==> config.mk <==
export PLATFORM = sky130hd
export DESIGN_NAME = cprh_walker
export DESIGN_NICKNAME = d
export VERILOG_FILES = /design/src/design/cprh_pkg.sv /design/src/design/cprh_walker.sv
export SDC_FILE = /design/constraint.sdc
export NUM_CORES = 1
export LEC_CHECK = 0
export BUFFER_PORTS_ARGS = -buffer_cell sky130_fd_sc_hd__clkbuf_2
export CORE_UTILIZATION = 35
export DETAILED_ROUTE_END_ITERATION = 12
export SYNTH_ARGS = -nofsm -noshare
export SYNTH_HDL_FRONTEND = slang
export SYNTH_SLANG_ARGS = --single-unit
export TNS_END_PERCENT = 5
==> constraint.sdc <==
create_clock -name clk -period 9.9 [get_ports clk]
set_input_delay 0.495 -clock clk [delete_from_list [all_inputs] [get_ports clk]]
set_output_delay 0.495 -clock clk [all_outputs]
set_load 0.01 [all_outputs]
==> src/design/cprh_pkg.sv <==
// Shared types and constants of the Collatz parity-residue histogram.
// Field widths, status and command codes, and the structs passed between modules.
// No dependencies; every other design file imports this package.
package cprh_pkg;

    localparam int VAL_W     = 64;
    localparam int MOD_W     = 7;
    localparam int IDX_W     = 6;
    localparam int CNT_OUT_W = 12;
    localparam int CELL_W    = 40;
    localparam int SUM_W     = 48;
    localparam int STAT_W    = 3;

    // Largest odd value whose 3x+1 still fits in 64 bits is at most this.
    localparam logic [VAL_W-1:0]     TRIPLE_MAX  = 64'h5555_5555_5555_5554;
    localparam logic [CELL_W-1:0]    CELL_MAX    = '1;
    localparam logic [SUM_W-1:0]     SUM_MAX     = '1;
    localparam logic [CNT_OUT_W-1:0] CNT_OUT_MAX = '1;

    localparam logic CMD_ACCUM = 1'b0;
    localparam logic CMD_READ  = 1'b1;

    localparam logic [STAT_W-1:0] ST_OK       = 3'd0;
    localparam logic [STAT_W-1:0] ST_OVERFLOW = 3'd1;
    localparam logic [STAT_W-1:0] ST_LIMIT    = 3'd2;
    localparam logic [STAT_W-1:0] ST_ZERO     = 3'd3;
    localparam logic [STAT_W-1:0] ST_RANGE    = 3'd4;

    typedef struct packed {
        logic              done;
        logic [STAT_W-1:0] code;
    } walk_stat_t;

    typedef struct packed {
        logic [STAT_W-1:0]    status;
        logic [CNT_OUT_W-1:0] halvings;
        logic [CNT_OUT_W-1:0] triplings;
        logic [CELL_W-1:0]    cell_count;
        logic [CNT_OUT_W-1:0] peak_halvings_out;
        logic [CNT_OUT_W-1:0] peak_triplings_out;
        logic [SUM_W-1:0]     steps_total;
        logic [CELL_W-1:0]    trajectories;
    } result_t;

endpackage

==> src/design/cprh_walker.sv <==
// Trajectory walker: one shared 64-bit tripling/halving unit stepped once per cycle.
// Keeps the step counts and their running residues. Depends on cprh_pkg.
module cprh_walker
    import cprh_pkg::*;
#(
    parameter int STEP_LIMIT = 4095,
    parameter int CNT_W      = 12
)
(
    input  logic             clk,
    input  logic             rst_n,
    input  logic             start,
    input  logic [VAL_W-1:0] start_value,
    input  logic [MOD_W-1:0] eff_mod,
    output walk_stat_t       stat,
    output logic [CNT_W-1:0] halvings,
    output logic [CNT_W-1:0] triplings,
    output logic [MOD_W-1:0] row,
    output logic [MOD_W-1:0] col
);

    logic             active_reg, active_next;
    logic [VAL_W-1:0] cur_reg, cur_next;
    logic [CNT_W-1:0] h_reg, h_next;
    logic [CNT_W-1:0] t_reg, t_next;
    logic [CNT_W-1:0] steps_reg, steps_next;
    logic [MOD_W-1:0] hres_reg, hres_next;
    logic [MOD_W-1:0] tres_reg, tres_next;
    logic [MOD_W-1:0] hres_inc, tres_inc;
    walk_stat_t       stat_c;

    always_comb
    begin
        hres_inc = hres_reg + MOD_W'(1);
        tres_inc = tres_reg + MOD_W'(1);

        stat_c.done = 1'b0;
        stat_c.code = ST_OK;
        active_next = active_reg;
        cur_next    = cur_reg;
        h_next      = h_reg;
        t_next      = t_reg;
        steps_next  = steps_reg;
        hres_next   = hres_reg;
        tres_next   = tres_reg;

        if (active_reg)
        begin
            if (cur_reg == VAL_W'(1))
            begin
                stat_c.done = 1'b1;
                active_next = 1'b0;
            end
            else if (int'(steps_reg) >= STEP_LIMIT)
            begin
                stat_c.done = 1'b1;
                stat_c.code = ST_LIMIT;
                active_next = 1'b0;
            end
            else if (cur_reg[0] && (cur_reg > TRIPLE_MAX))
            begin
                stat_c.done = 1'b1;
                stat_c.code = ST_OVERFLOW;
                active_next = 1'b0;
            end
            else if (cur_reg[0])
            begin
                cur_next   = {cur_reg[VAL_W-2:0], 1'b0} + cur_reg + VAL_W'(1);
                t_next     = t_reg + CNT_W'(1);
                tres_next  = (tres_inc == eff_mod) ? '0 : tres_inc;
                steps_next = steps_reg + CNT_W'(1);
            end
            else
            begin
                cur_next   = cur_reg >> 1;
                h_next     = h_reg + CNT_W'(1);
                hres_next  = (hres_inc == eff_mod) ? '0 : hres_inc;
                steps_next = steps_reg + CNT_W'(1);
            end
        end

        if (start)
        begin
            active_next = 1'b1;
            cur_next    = start_value;
            h_next      = '0;
            t_next      = '0;
            steps_next  = '0;
            hres_next   = '0;
            tres_next   = '0;
        end
    end

    always_ff @(posedge clk or negedge rst_n)
    begin
        if (!rst_n)
        begin
            active_reg <= 1'b0;
        end
        else
        begin
            active_reg <= active_next;
        end
    end

    always_ff @(posedge clk)
    begin
        cur_reg   <= cur_next;
        h_reg     <= h_next;
        t_reg     <= t_next;
        steps_reg <= steps_next;
        hres_reg  <= hres_next;
        tres_reg  <= tres_next;
    end

    assign stat      = stat_c;
    assign halvings  = h_reg;
    assign triplings = t_reg;
    assign row       = hres_reg;
    assign col       = tres_reg;

endmodule
## Word level (Yosys, flattened, before mapping)

Cells that the tools add are included.

| word-level totals | value |
|---|---|
| register bits | 115 |
| word-level logic and storage cells | 50 |

| cells by class | value |
|---|---|
| bitwise logic cells | 4 |
| $add $sub $neg | 7 |
| magnitude comparators | 2 |
| muxes and demuxes | 18 |
| eq/ne operators | 6 |
| reduce and logical (&&, ||, !) cells | 6 |

Operators with widths:

| kind | number |
|---|---|
| 64-bit 2-to-1 mux | 6 |
| 64-bit by 1-bit adder with 64-bit output, second input constant | 1 |
| 64-bit adder | 1 |
| 64-bit by 1-bit == test with 1-bit output, second input constant | 1 |
| 64-bit by 63-bit greater-than comparator with 1-bit output, second input constant | 1 |
| 12-bit by 1-bit adder with 12-bit output, second input constant | 3 |
| 7-bit by 1-bit adder with 7-bit output, second input constant | 2 |
| 7-bit == test | 2 |
| 7-bit 2-to-1 mux | 2 |
| 12-bit greater-or-equal comparator, second input constant | 1 |
| 4-bit 2-to-1 mux | 3 |
| 5-bit AND reduction | 2 |
| 4-bit AND reduction | 2 |
| 1-bit 2-to-1 mux | 6 |
| 2-bit != test, second input constant | 3 |
| 1-bit NOT | 4 |
| 3-bit 2-to-1 mux | 1 |
| 2-bit nonzero test | 1 |
| 1-bit logical AND | 1 |

## Logic depth before layout (Yosys ltp)

Gate-level depths: netlist of the first run.

| depth | value |
|---|---|
| depth after elaboration | 8 |
| mapped depth | 14 |
| mapped depth without buffers | 11 |

## Worst setup path after synthesis of the first run

Ideal clock, no wire load.

| path | value |
|---|---|
| kind | register to register |
| start | reg cur_reg[0] |
| end | reg cur_reg[0] (enable) |
| buffers on the path | 4 |
| period minus slack after synthesis | 4.343 ns |
| required time | 9.469 ns |
| library setup time | 0.431 ns |
| stages on the path, launching flop included | 12 |
| path slack | 5.557 ns |
| data arrival time | 3.912 ns |
| cell sequence | edfxtp_1 clkbuf_1 inv_1 clkbuf_1 buf_1 ha_1 nand4_1 nor4_1 a22oi_2 a21o_1 buf_2 nand2b_1 |

| between the ends | value |
|---|---|
| word-level cells in the longest chain between the ends | 4 |
| elaborated cells on any way between the ends | 6 |

Ends and longest elaborated chain:

| item | line | source |
|---|---|---|
| from (decl) | cprh_walker.sv:23 | `logic [VAL_W-1:0] cur_reg, cur_next;` |
| from (signal assigned) | cprh_walker.sv:108 | `cur_reg <= cur_next;` |
| 64-bit by 63-bit greater-than comparator with 1-bit output | cprh_walker.sv:60 | `else if (cur_reg[0] && (cur_reg > TRIPLE_MAX))` |
| 1-bit logical AND | cprh_walker.sv:60 |  |
| 2-bit != test (no line) | - |  |
| 4-bit AND reduction (no line) * | - |  |

Mark *: on every way between the ends. The rest lies on a longest branch, timed or not.
A chain may end at the register's enable or synchronous reset.

## Final worst setup path of the first run

| path | value |
|---|---|
| start | reg cur_reg[0] |
| end | reg cur_reg[61], data pin |

| between the ends | value |
|---|---|
| word-level cells in the longest chain between the ends | 8 |

Ends and longest elaborated chain:

| item | line | source |
|---|---|---|
| 64-bit adder | cprh_walker.sv:68 | `cur_next = {cur_reg[VAL_W-2:0], 1'b0} + cur_reg + VAL_W'(1);` |
| 64-bit by 1-bit adder with 64-bit output | cprh_walker.sv:68 |  |
| 64-bit 2-to-1 mux * | cprh_walker.sv:66 | `else if (cur_reg[0])` |
| 64-bit 2-to-1 mux * | cprh_walker.sv:60 |  |
| 64-bit 2-to-1 mux * | cprh_walker.sv:54 | `else if (int'(steps_reg) >= STEP_LIMIT)` |
| 64-bit 2-to-1 mux * | cprh_walker.sv:49 | `if (cur_reg == VAL_W'(1))` |
| 64-bit 2-to-1 mux * | cprh_walker.sv:47 | `if (active_reg)` |
| 64-bit 2-to-1 mux * | cprh_walker.sv:82 | `if (start)` |
| net cur_next[61] | cprh_walker.sv:23 |  |

The timed path passes the listed nets; every way through them passes the cells marked *. The select of a mux whose other input is x is not followed.

==> summary.md, run 1 <==
| Metric | Value |
|---|---|
| Residual overflow from global routing | 0 |
| Synth Net Count | 1596 |
| Initial DRC Count | 701 |
| Placed Instances | between 1500 and 2000 |
| Asr flop ratio synth | 0.008696 |
| Largest net degree at the start of global routing | 103 |
| CP arrival | about 4500 ps |
| First-pass GRT wire length | 52220 um |
| Max reg flops | 63 |
| Via/cell ratio | 5.466 |
| Post-CTS Setup Bufs | 0 |
| Hold Crit Class | in -> reg |
| Crit Path Max Fanout | 51 |
| Die X | 180.1 um |
| Most used DFF post-synth | edfxtp_1 |
| Slew @ Worst Pin | about 940 ps |
| Clock sinks | 115 |
| Endpoints failing setup | 0 |
| Starting Density | 0.3591 |
| DP Area | 11960 sq um |
| Max H-tree Level | 4 |
| Nets | 1676 |
| # DRC | 0 |
| FP Rows | 64 |
| Clock transition at the registers of the reported paths | 80 ps |
| Hold Startpoint | start_value[19] |
| Via Count | 10270 |
| Initial antenna violation count | 2 |
| Drt total wl | 32530 um |
| Diodes inserted | 0 |
| Final Cycle Share | 0.4244 |
| Worst-Skew Late Latency | 450 ps |
| Yosys cell types | between 70 and 80 |
| Num CTS Buffers | 17 |
| Area growth from synthesis to layout | 13.07% |
| CP Capture Type | register |
| Final Critical Period | 4202 ps |
| Worst slew margin | 0.3722 |
| Status | finished, final reports clean |
| Post-Syn Area per Cell | around 8 sq um |
| Peak supply drop | around 0.15 mV |
| IO Pins | between 100 and 150 |
| Reg2reg start | cur_reg[0]$_DFFE_PP_ |
| Register area share after synthesis | 0.2656 |
| Mapped Cells | 1389 |
| Clock buffer depth | 2 |
| YS warnings | 0 |
| WP data required | 10160 ps |
| Share of layout cells above drive strength 1 | 0.1194 |
| Min-Delay Path Depth | 3 |
| Pleak | 5.372 nW |
| Final WS setup | 5698 ps |
| Reg2Reg Depth | 13 |
| Antenna Violating Nets Remaining | 0 |
| Final hold vios | 0 |
| DR WL/cell | around 17 um |
| Number of synthesized flops with an enable pin | 64 |
| Core Region | 30910 sq um |
| Overall die area | 32430 sq um |
| Pre-CTS setup slack | about 5700 ps |
| Fmax | 0.2380 GHz |
| Seq cells post-synth | 115 |
| Synth Cell Area | 11100 sq um |
| # resized after CTS | 0 |
| Worst Clk Skew | 22.53 ps |
| RSZ-0062 raised after global routing | false |
| Max cap viols | 0 |
| Finished Cell Area | 12550 sq um |
| RD Place Congestion | roughly 1 |
| Worst reg2reg endpoint | cur_reg[61]$_DFFE_PP_ |
| Worst Hold End | cur_reg[19]$_DFFE_PP_ |
| Worst R2R Setup Slack | 5700 ps |
| Die Y | 180.1 um |
| Power Density | 391.2 nW/um^2 |
| Pre-antenna DRT Iters | 5 |
| Root Buffer | clkbuf_16 |
| GRT Resource Usage Total | 0.2010 |
| CTS tree | done |
| Vias in the first global route | 9879 |
| Final Core Density | 0.4060 |
| Critical path class | reg -> reg |
| Post-DP HPWL | 24900 um |
| Setup_tns | 0 ps |
| Final count of pins violating max slew | 0 |
| Port Buffers | 114 |
| Startpoint types | register |
| Final Non-Filler Cells | approximately 1900 |
-- logic make-up (layout without fill, tap and decap cells) --
family          Yosys count  in the layout  share of synthesized area
compound gates          397            397                     0.2161
buf+inv                 157            250                    0.05569
other cells               1              1                  0.0003379
flops                   115            115                     0.2656
xor+xnor                 90             90                    0.07103
mux                      47             47                    0.04374
fa+ha+maj               133            133                     0.1506
simple gates            449            449                     0.1968
-- worst max path at each step --
stage | cells past startpoint | end | slack [ps] | startpoint
2_1_floorplan | 11 | cur_reg[0]$_DFFE_PP_ | 5560 | cur_reg[0]$_DFFE_PP_
3_3_place_gp | 13 | cur_reg[57]$_DFFE_PP_ | 5870 | cur_reg[0]$_DFFE_PP_
3_5_place_dp | 10 | cur_reg[43]$_DFFE_PP_ | 5720 | cur_reg[0]$_DFFE_PP_
4_1_cts | 10 | cur_reg[32]$_DFFE_PP_ | 5710 | cur_reg[0]$_DFFE_PP_
5_1_grt | 10 | cur_reg[30]$_DFFE_PP_ | 5320 | cur_reg[0]$_DFFE_PP_
6_report | 13 | cur_reg[61]$_DFFE_PP_ | 5700 | cur_reg[0]$_DFFE_PP_
-- layout by cell type (no fill, tap or decap), types with 20 or more instances in the layout --
master    count
a21o_1       26
a21oi_1     146
clkbuf_2    113
dfxtp_1      50
edfxtp_1     64
ha_1        132
inv_1        98
mux2i_1      35
nand2_1     138
nand3_1      40
nand4_1      41
nor2_1       95
nor3_1       35
o21ai_0     108
o21bai_1     20
xnor2_1      51
xor2_1       39
-- cell usage after synthesis, types with 8 or more instances --
cell type	number	area [sq um]
buf_1	8	30.03
nand3_1	40	200.2
nor3_1	35	175.2
nand2_1	138	518.0
or3_1	17	106.4
ha_1	132	1652
clkbuf_1	43	161.4
nand4_1	41	256.5
o21bai_1	20	150.1
nor4_1	10	62.56
inv_1	98	367.9
nor2_1	95	356.6
dfxtp_1	50	1001
o21a_1	8	60.06
o21ai_0	108	540.5
a211oi_1	15	112.6
nand2b_1	8	50.05
and3_1	19	118.9
xor2_1	39	341.6
nor2b_1	15	93.84
edfxtp_1	64	1922
xnor2_1	51	446.7
a21o_1	26	195.2
a21oi_1	146	730.7
mux2_2	12	135.1
a31oi_1	13	81.33
mux2i_1	35	350.3
o311ai_0	9	78.83
-- through the flow --
| step | total power, mW | hold slack [ps] |
|---|---|---|
| after global routing | 5.368 | 326.2 |
| after floorplan | 3.402 | 199.4 |
| final | 4.909 | 320.7 |
| after detailed placement | 4.252 | 281.9 |
| after global placement | 4.234 | 281.8 |
| after CTS | 4.900 | 310.9 |
-- final cells by class --
cell class | instances | area, sq um
well taps | 396 | 495.5
repair buffers | 120 | 624.3
inverters | 98 | 367.9
clock buffers | 17 | 425.4
multi-input cells | 1117 | 7535
flip-flops and latches | 115 | 2948
fillers | 3243 | 18360
clock inverters | 15 | 152.6
-- where the power goes --
part	internal [mW]	switching, mW	leakage (nW)	total (mW)
Clock	0.336	0.283	0.284	0.619
Combinational	1.27	2.07	4.00	3.34
Sequential	0.735	0.213	1.09	0.948
Total	2.34	2.56	5.37	4.91
-- layer usage --
| metal | share of wire | routed length [um] | track usage |
|---|---|---|---|
| met5 | 0.00074 | 24 | 0 |
| met4 | 0.022 | 715 | 0.06667 |
| met3 | 0.062 | 2014 | 0.04850 |
| met2 | 0.44 | 14270 | 0.3153 |
| met1 | 0.48 | 15500 | 0.2697 |
-- worst max-delay path, stage by stage (launching register included) --
cell and delay, ps:
edfxtp_1 320, buf_4 350, buf_4 640, inv_1 130, ha_1 320, a211oi_1 290, o21bai_1 120, a21oi_1 220
o311ai_0 190, a211oi_1 590, a21oi_1 220, o21ai_0 310, nor2_1 90, a211oi_1 220
-- what timing repair did --
action | in CTS | in global routing
hold buffers | 1 | 0
endpoints found under the hold margin | 1 | 0
setup endpoints to repair | 0 | 0
Note: power is estimated with default switching activity, not from simulation.
==> run 2, diff against run 1 <==
==> constraint.sdc (replaced) <==
create_clock -name clk -period 3.57 [get_ports clk]
set_input_delay 0.1785 -clock clk [delete_from_list [all_inputs] [get_ports clk]]
set_output_delay 0.1785 -clock clk [all_outputs]
set_load 0.01 [all_outputs]
==> summary.md, run 2 (synthesis gave the netlist of run 1 again) <==
| Metric | Value |
|---|---|
| Clock sinks | 115 (unchanged) |
| Power Density | 1092 nW/um^2 (+180%) |
| Largest net degree at the start of global routing | 60 (-42%) |
| Crit path to | cur_reg[47]$_DFFE_PP_ |
| Slew @ Worst Pin | 715.3 ps (-226.4 ps) |
| Overall die area | 32430 sq um (unchanged) |
| Switching share of total power | 0.5083 (-0.01424) |
| Worst slew margin | 0.5195 (+0.1473) |
| Critical path class | reg -> reg |
| IO Pins | 116 (unchanged) |
| Initial antenna violation count | 0 (-2) |
| Max cap viols | 0 (unchanged) |
| Via/cell ratio | 5.452 (-0.26%) |
| Critical Path Start | cur_reg[4]$_DFFE_PP_ |
| DP Area | 12170 sq um (+1.8%) |
| Worst R2R Setup Slack | 140 ps (-5560 ps) |
| Die X | 180.1 um (unchanged) |
| Root Buffer | clkbuf_16 |
| CP Capture Type | register |
| Pre-antenna DRT Iters | 5 (unchanged) |
| Clock Power Share | 0.126 (about the same) |
| Reg2reg start | cur_reg[4]$_DFFE_PP_ |
| Diodes inserted | 0 (unchanged) |
| Via Count | 10390 (+1.2%) |
| Share of layout cells above drive strength 1 | 0.1385 (+0.01907) |
| Residual overflow from global routing | 0 (unchanged) |
| Reg2Reg Depth | 12 (-1) |
| Final Critical Period | 3428 ps (-774.2 ps) |
| FP Rows | 64 (unchanged) |
| Port Buffers | 114 (unchanged) |
| Area growth from synthesis to layout | 15.59% |
| Post-DP HPWL | 25010 um (+0.44%) |
| Pleak | 5.537 nW (+3.1%) |
| Clock transition at the registers of the reported paths | 70 ps (about the same) |
| DR WL/cell | 17.03 um (-1.7%) |
| Final Core Density | 0.4150 (+0.009067) |
| Num CTS Buffers | 17 (unchanged) |
| Drt total wl | 32430 um (-0.30%) |
| Finished Cell Area | 12830 sq um (+2.2%) |
| CTS tree | done |
| Switching power total | 7.119 mW (+180%) |
| First-pass GRT wire length | 52670 um (+0.86%) |
| Peak supply drop | 0.5146 mV (+240%) |
| GRT Resource Usage Total | 0.1996 (-0.001429) |
| Leading cell types in the layout, fill and taps excluded | a21oi_1 (145), nand2_1 (138), ha_1 (132) |
| Final Cycle Share | 0.9601 (+0.5357) |
| Max reg flops | 63 (unchanged) |
| Final count of pins violating max slew | 0 (unchanged) |
| Clock buffer depth | 2 (unchanged) |
| Core Region | 30910 sq um (unchanged) |
| CP arrival | 3660 ps (-800 ps) |
| Endpoints failing setup | 0 (unchanged) |
| Most common cell after layout, fill and taps aside | a21oi_1 |
| Flop pwr share | 0.187 (-0.006) |
| Vias in the first global route | 10130 (+2.5%) |
| Fmax | 0.2918 GHz (+23%) |
| Initial DRC Count | 737 (+5.1%) |
| Hold Crit Class | in -> reg |
| Nets | 1703 (+1.6%) |
| Filler cells | 3201 (-1.3%) |
| RSZ-0062 raised after global routing | false |
| Worst Clk Skew | 19.28 ps (-3.247 ps) |
| Pint | 6.887 mW (+190%) |
| # DRC | 0 (unchanged) |
| Crit Path Max Fanout | 7 (-86%) |
| Worst reg2reg endpoint | cur_reg[47]$_DFFE_PP_ |
| WP data required | 3800 ps (-6360 ps) |
| Starting Density | 0.3591 (unchanged) |
| Die Y | 180.1 um (unchanged) |
| RD Place Congestion | 0.9156 (-5.9%) |
| Final hold vios | 0 (unchanged) |
| Antenna Violating Nets Remaining | 0 (unchanged) |
| Comb power frac | 0.687 (+0.006) |
| Startpoint types | register |
| Tot Pwr | 14.01 mW (+190%) |
| Worst-Skew Late Latency | 440 ps (about the same) |
| Status | finished, final reports clean |
| Hold Slack | 27.38 ps (-293.3 ps) |
| Max H-tree Level | 4 (unchanged) |
run 2: critical path, stage by stage (launching register included):
cell	delay [ps]
edfxtp_1	460
inv_1	70
ha_1	360
a21o_1	270
a221o_1	400
a21oi_1	250
nand3b_1	190
a21oi_2	260
o31ai_2	90
buf_4	180
a21boi_0	250
mux2_2	370
o311ai_0	90
run 2: cell type report:
cell class	instances	area (sq um)	area share
Tap cell	396	495.5	0.03862
Clock inverter	11	113.9	0.008875
Sequential cell	115	2948	0.2298
Inverter	98	367.9	0.02867
Timing Repair Buffer	147	839.6	0.06544
Clock buffer	21	483.0	0.03765
Multi-Input combinational cell	1117	7581	0.5909
run 2: per-layer routing:
layer  share of wire  vias to the layer above  track usage
met2            0.45                      278       0.3254
met3           0.053                       33      0.03395
met1            0.48                     4851       0.2736
met5               0                        -            0
li1                -                     5224            -
met4           0.014                        0      0.04752
run 2: per-stage QoR:
stage / cells / TNS [ps] / worst slack, ps
after floorplan: 1389 / -82.05 / -47.37
after global placement: 1871 / 0 / 135.3
after detailed placement: 1871 / 0 / 113.2
after CTS: 1905 / 0 / 25.39
after global routing: 1905 / 0 / 25.08
final: 1905 / 0 / 142.5
run 2: power groups by stage:
stage	logic (mW)	clock network, mW	registers (mW)
after CTS	9.47	1.80	2.62
after global routing	10.7	1.86	2.71
after global placement	9.36	0	2.62
after floorplan	6.95	0	2.47
after detailed placement	9.38	0	2.64
final	9.62	1.77	2.62
run 2: worst min-delay path by stage:
| stage | startpoint | end | slack (ps) | depth (start not counted) |
|---|---|---|---|---|
| after floorplan | rst_n | active_reg$_DFF_PN0_ | -120 | 0 |
| after global placement | rst_n | active_reg$_DFF_PN0_ | -50 | 1 |
| after detailed placement | rst_n | active_reg$_DFF_PN0_ | -50 | 1 |
| after CTS | start_value[35] | cur_reg[35]$_DFFE_PP_ | 20 | 3 |
| after global routing | start_value[35] | cur_reg[35]$_DFFE_PP_ | 10 | 3 |
| final | start_value[17] | cur_reg[17]$_DFFE_PP_ | 30 | 3 |
run 2: what timing repair did:
| action | CTS | global route |
|---|---|---|
| cloned | 0 | 0 |
| hold buffers | 1 | 0 |
| pin swaps | 1 | 1 |
| gates resized for setup | 1 | 8 |
| buffers inserted | 1 | 0 |
| hold endpoints to repair | 1 | 0 |
| setup endpoints to repair | 2 | 11 |
==> run 3, diff against run 2 <==
--- a/config.mk
+++ b/config.mk
@@ -8,6 +8,7 @@
 export BUFFER_PORTS_ARGS = -buffer_cell sky130_fd_sc_hd__clkbuf_2
 export CORE_UTILIZATION = 35
 export DETAILED_ROUTE_END_ITERATION = 12
+export SETUP_SLACK_MARGIN = 0.15
 export SYNTH_ARGS = -nofsm -noshare
 export SYNTH_HDL_FRONTEND = slang
 export SYNTH_SLANG_ARGS = --single-unit
==> summary.md, run 3 (synthesis gave the netlist of run 1 again) <==
| Metric | Value |
|---|---|
| Largest net degree at the start of global routing | 60 (unchanged) |
| Worst-Skew Late Latency | 440 ps (about the same) |
| Most common cell after layout, fill and taps aside | a21oi_1 |
| Reg2Reg Depth | 12 (unchanged) |
| Switching power total | 7.187 mW (+0.95%) |
| RSZ-0062 raised after global routing | true |
| Endpoints failing setup | 0 (unchanged) |
| Slew @ Worst Pin | 696.1 ps (-19.18 ps) |
| Max H-tree Level | 4 (unchanged) |
| DR WL/cell | 17.11 um (+0.47%) |
| Final count of pins violating max slew | 0 (unchanged) |
| Fmax | 0.2917 GHz (about the same) |
| Port Buffers | 114 (unchanged) |
| Worst R2R Setup Slack | 240 ps (+100 ps) |
| Residual overflow from global routing | 0 (unchanged) |
| Filler cells | 3201 (unchanged) |
| Share of layout cells above drive strength 1 | 0.1471 (+0.008615) |
| Final Cycle Share | 0.9604 (about the same) |
| Worst slew margin | 0.5324 (+0.01289) |
| Via/cell ratio | 5.470 (+0.33%) |
| Antenna Violating Nets Remaining | 0 (unchanged) |
| Pleak | 5.545 nW (+0.14%) |
| Clock Power Share | 0.125 (about the same) |
| Root Buffer | clkbuf_16 |
| Hold Crit Class | in -> reg |
| CP arrival | 3250 ps (-410 ps) |
| Peak supply drop | 0.5181 mV (+0.68%) |
| IO Pins | 116 (unchanged) |
| Critical path class | reg -> out |
| Flop pwr share | 0.186 (about the same) |
| Status | finished, final reports clean |
| Initial DRC Count | 699 (-5.2%) |
| Clock sinks | 115 (unchanged) |
| Area growth from synthesis to layout | 16.22% |
| Final Critical Period | 3429 ps (+1.140 ps) |
| Die X | 180.1 um (unchanged) |
| CP Capture Type | output pin |
| Starting Density | 0.3591 (unchanged) |
| # DRC | 0 (unchanged) |
| Crit Path Max Fanout | 4 (-3) |
| Final Core Density | 0.4173 (+0.002267) |
| Clock transition at the registers of the reported paths | 60 ps (about the same) |
| Worst Clk Skew | 19.35 ps (+0.07490 ps) |
| FP Rows | 64 (unchanged) |
| Diodes inserted | 0 (unchanged) |
| WP data required | 3390 ps (-410 ps) |
| DP Area | 12170 sq um (unchanged) |
| Critical Path Start | cur_reg[61]$_DFFE_PP_ |
| Drt total wl | 32590 um (+0.47%) |
| Leading cell types in the layout, fill and taps excluded | a21oi_1 (143), nand2_1 (138), ha_1 (132) |
| RD Place Congestion | 0.9156 (unchanged) |
| Pint | 6.923 mW (+0.52%) |
| Startpoint types | register |
| Num CTS Buffers | 17 (unchanged) |
| Post-DP HPWL | 25010 um (unchanged) |
| Worst reg2reg endpoint | cur_reg[60]$_DFFE_PP_ |
| Core Region | 30910 sq um (unchanged) |
| Reg2reg start | cur_reg[27]$_DFFE_PP_ |
| Finished Cell Area | 12900 sq um (+0.55%) |
| Overall die area | 32430 sq um (unchanged) |
| First-pass GRT wire length | 52670 um (about the same) |
| Power Density | 1094 nW/um^2 (+0.19%) |
| Comb power frac | 0.689 (+0.002) |
| Nets | 1703 (unchanged) |
| Pre-antenna DRT Iters | 7 (+2) |
| Die Y | 180.1 um (unchanged) |
| CTS tree | done |
| Switching share of total power | 0.5094 (+0.001079) |
| Setup_tns | 0 ps (unchanged) |
| Initial antenna violation count | 0 (unchanged) |
| GRT Resource Usage Total | 0.1995 (about the same) |
| Via Count | 10420 (+0.33%) |
| Vias in the first global route | 10130 (+0.0099%) |
| Crit path to | stat[3] |
| Final hold vios | 0 (unchanged) |
| Clock buffer depth | 2 (unchanged) |
| Max reg flops | 63 (unchanged) |
| Hold Slack | 24.71 ps (-2.670 ps) |
| Max cap viols | 0 (unchanged) |
-- run 3: changes by cell type in the layout (fill, tap and decap cells not counted), moves of 2 or more --
| cell | before | now |
|---|---|---|
| a21oi_1 | 145 | 143 |
| nor4_2 | 2 | 5 |
| a211oi_2 | 0 | 2 |
| nor4_1 | 8 | 5 |
| a31oi_1 | 13 | 11 |
| a31oi_2 | 0 | 2 |
| a211oi_1 | 15 | 13 |
| a21boi_0 | 7 | 5 |
| a21oi_2 | 1 | 3 |
| a21boi_1 | 0 | 2 |
-- run 3: critical path, cell delays in order, from the launching register on --
cell      delay [ps]
edfxtp_1         440
inv_1            150
ha_1             210
nand4_1          230
nor2_4           230
nand3_1          170
nor2_2           230
o21ai_0          180
a22oi_2          310
buf_4            190
nand2_1           70
a31oi_1          230
clkbuf_2         180
-- run 3: how the worst min path moves through the flow --
stage | from | end | slack (ps) | depth (start not counted)
2_1_floorplan | rst_n | active_reg$_DFF_PN0_ | -120 | 0
3_3_place_gp | rst_n | active_reg$_DFF_PN0_ | -50 | 1
3_5_place_dp | rst_n | active_reg$_DFF_PN0_ | -50 | 1
4_1_cts | start_value[35] | cur_reg[35]$_DFFE_PP_ | 20 | 3
5_1_grt | start_value[35] | cur_reg[35]$_DFFE_PP_ | 10 | 3
6_report | start_value[22] | cur_reg[22]$_DFFE_PP_ | 20 | 3
-- run 3: power groups by stage --
| stage | combinational, mW | sequential, mW | clock (mW) |
|---|---|---|---|
| 5_1_grt | 10.7 | 2.71 | 1.86 |
| 6_report | 9.72 | 2.62 | 1.77 |
| 3_3_place_gp | 9.36 | 2.62 | 0 |
| 2_1_floorplan | 6.95 | 2.47 | 0 |
| 4_1_cts | 9.48 | 2.62 | 1.80 |
| 3_5_place_dp | 9.38 | 2.64 | 0 |
-- run 3: per-stage QoR --
step | instances | power (mW) | setup WS, ps
finish | 1905 | 14.11 | 141.3
global route | 1905 | 15.31 | -2.143
CTS | 1905 | 13.90 | 132.1
detailed placement | 1871 | 12.01 | 113.2
global placement | 1871 | 11.98 | 135.3
floorplan | 1389 | 9.429 | -47.37
-- run 3: repair_timing --
| item | in CTS | in global routing |
|---|---|---|
| gates cloned | 0 | 0 |
| pin swaps | 1 | 4 |
| hold endpoints to repair | 1 | 0 |
| hold buffers | 1 | 0 |
| resized for setup | 4 | 20 |
| setup buffers | 1 | 0 |
| setup endpoints to repair | 5 | 28 |
-- run 3: cell type report --
type                       count  area, sq um  share of cell area
tap                          396        495.5             0.03841
inverter                      98        367.9             0.02852
clock buffer                  21        483.0             0.03744
timing repair buffer         147        839.6             0.06509
clock inverter                11        113.9            0.008827
sequential                   115         2948              0.2285
multi-input combinational   1117         7651              0.5932
-- run 3: per-layer routing --
metal  wire [um]  global-route usage  up-vias
met5           0                   0        -
li1            -                   -     5227
met1       15700              0.2734     4899
met2       14790              0.3254      265
met3        1690             0.03395       29
met4         411             0.04752        0
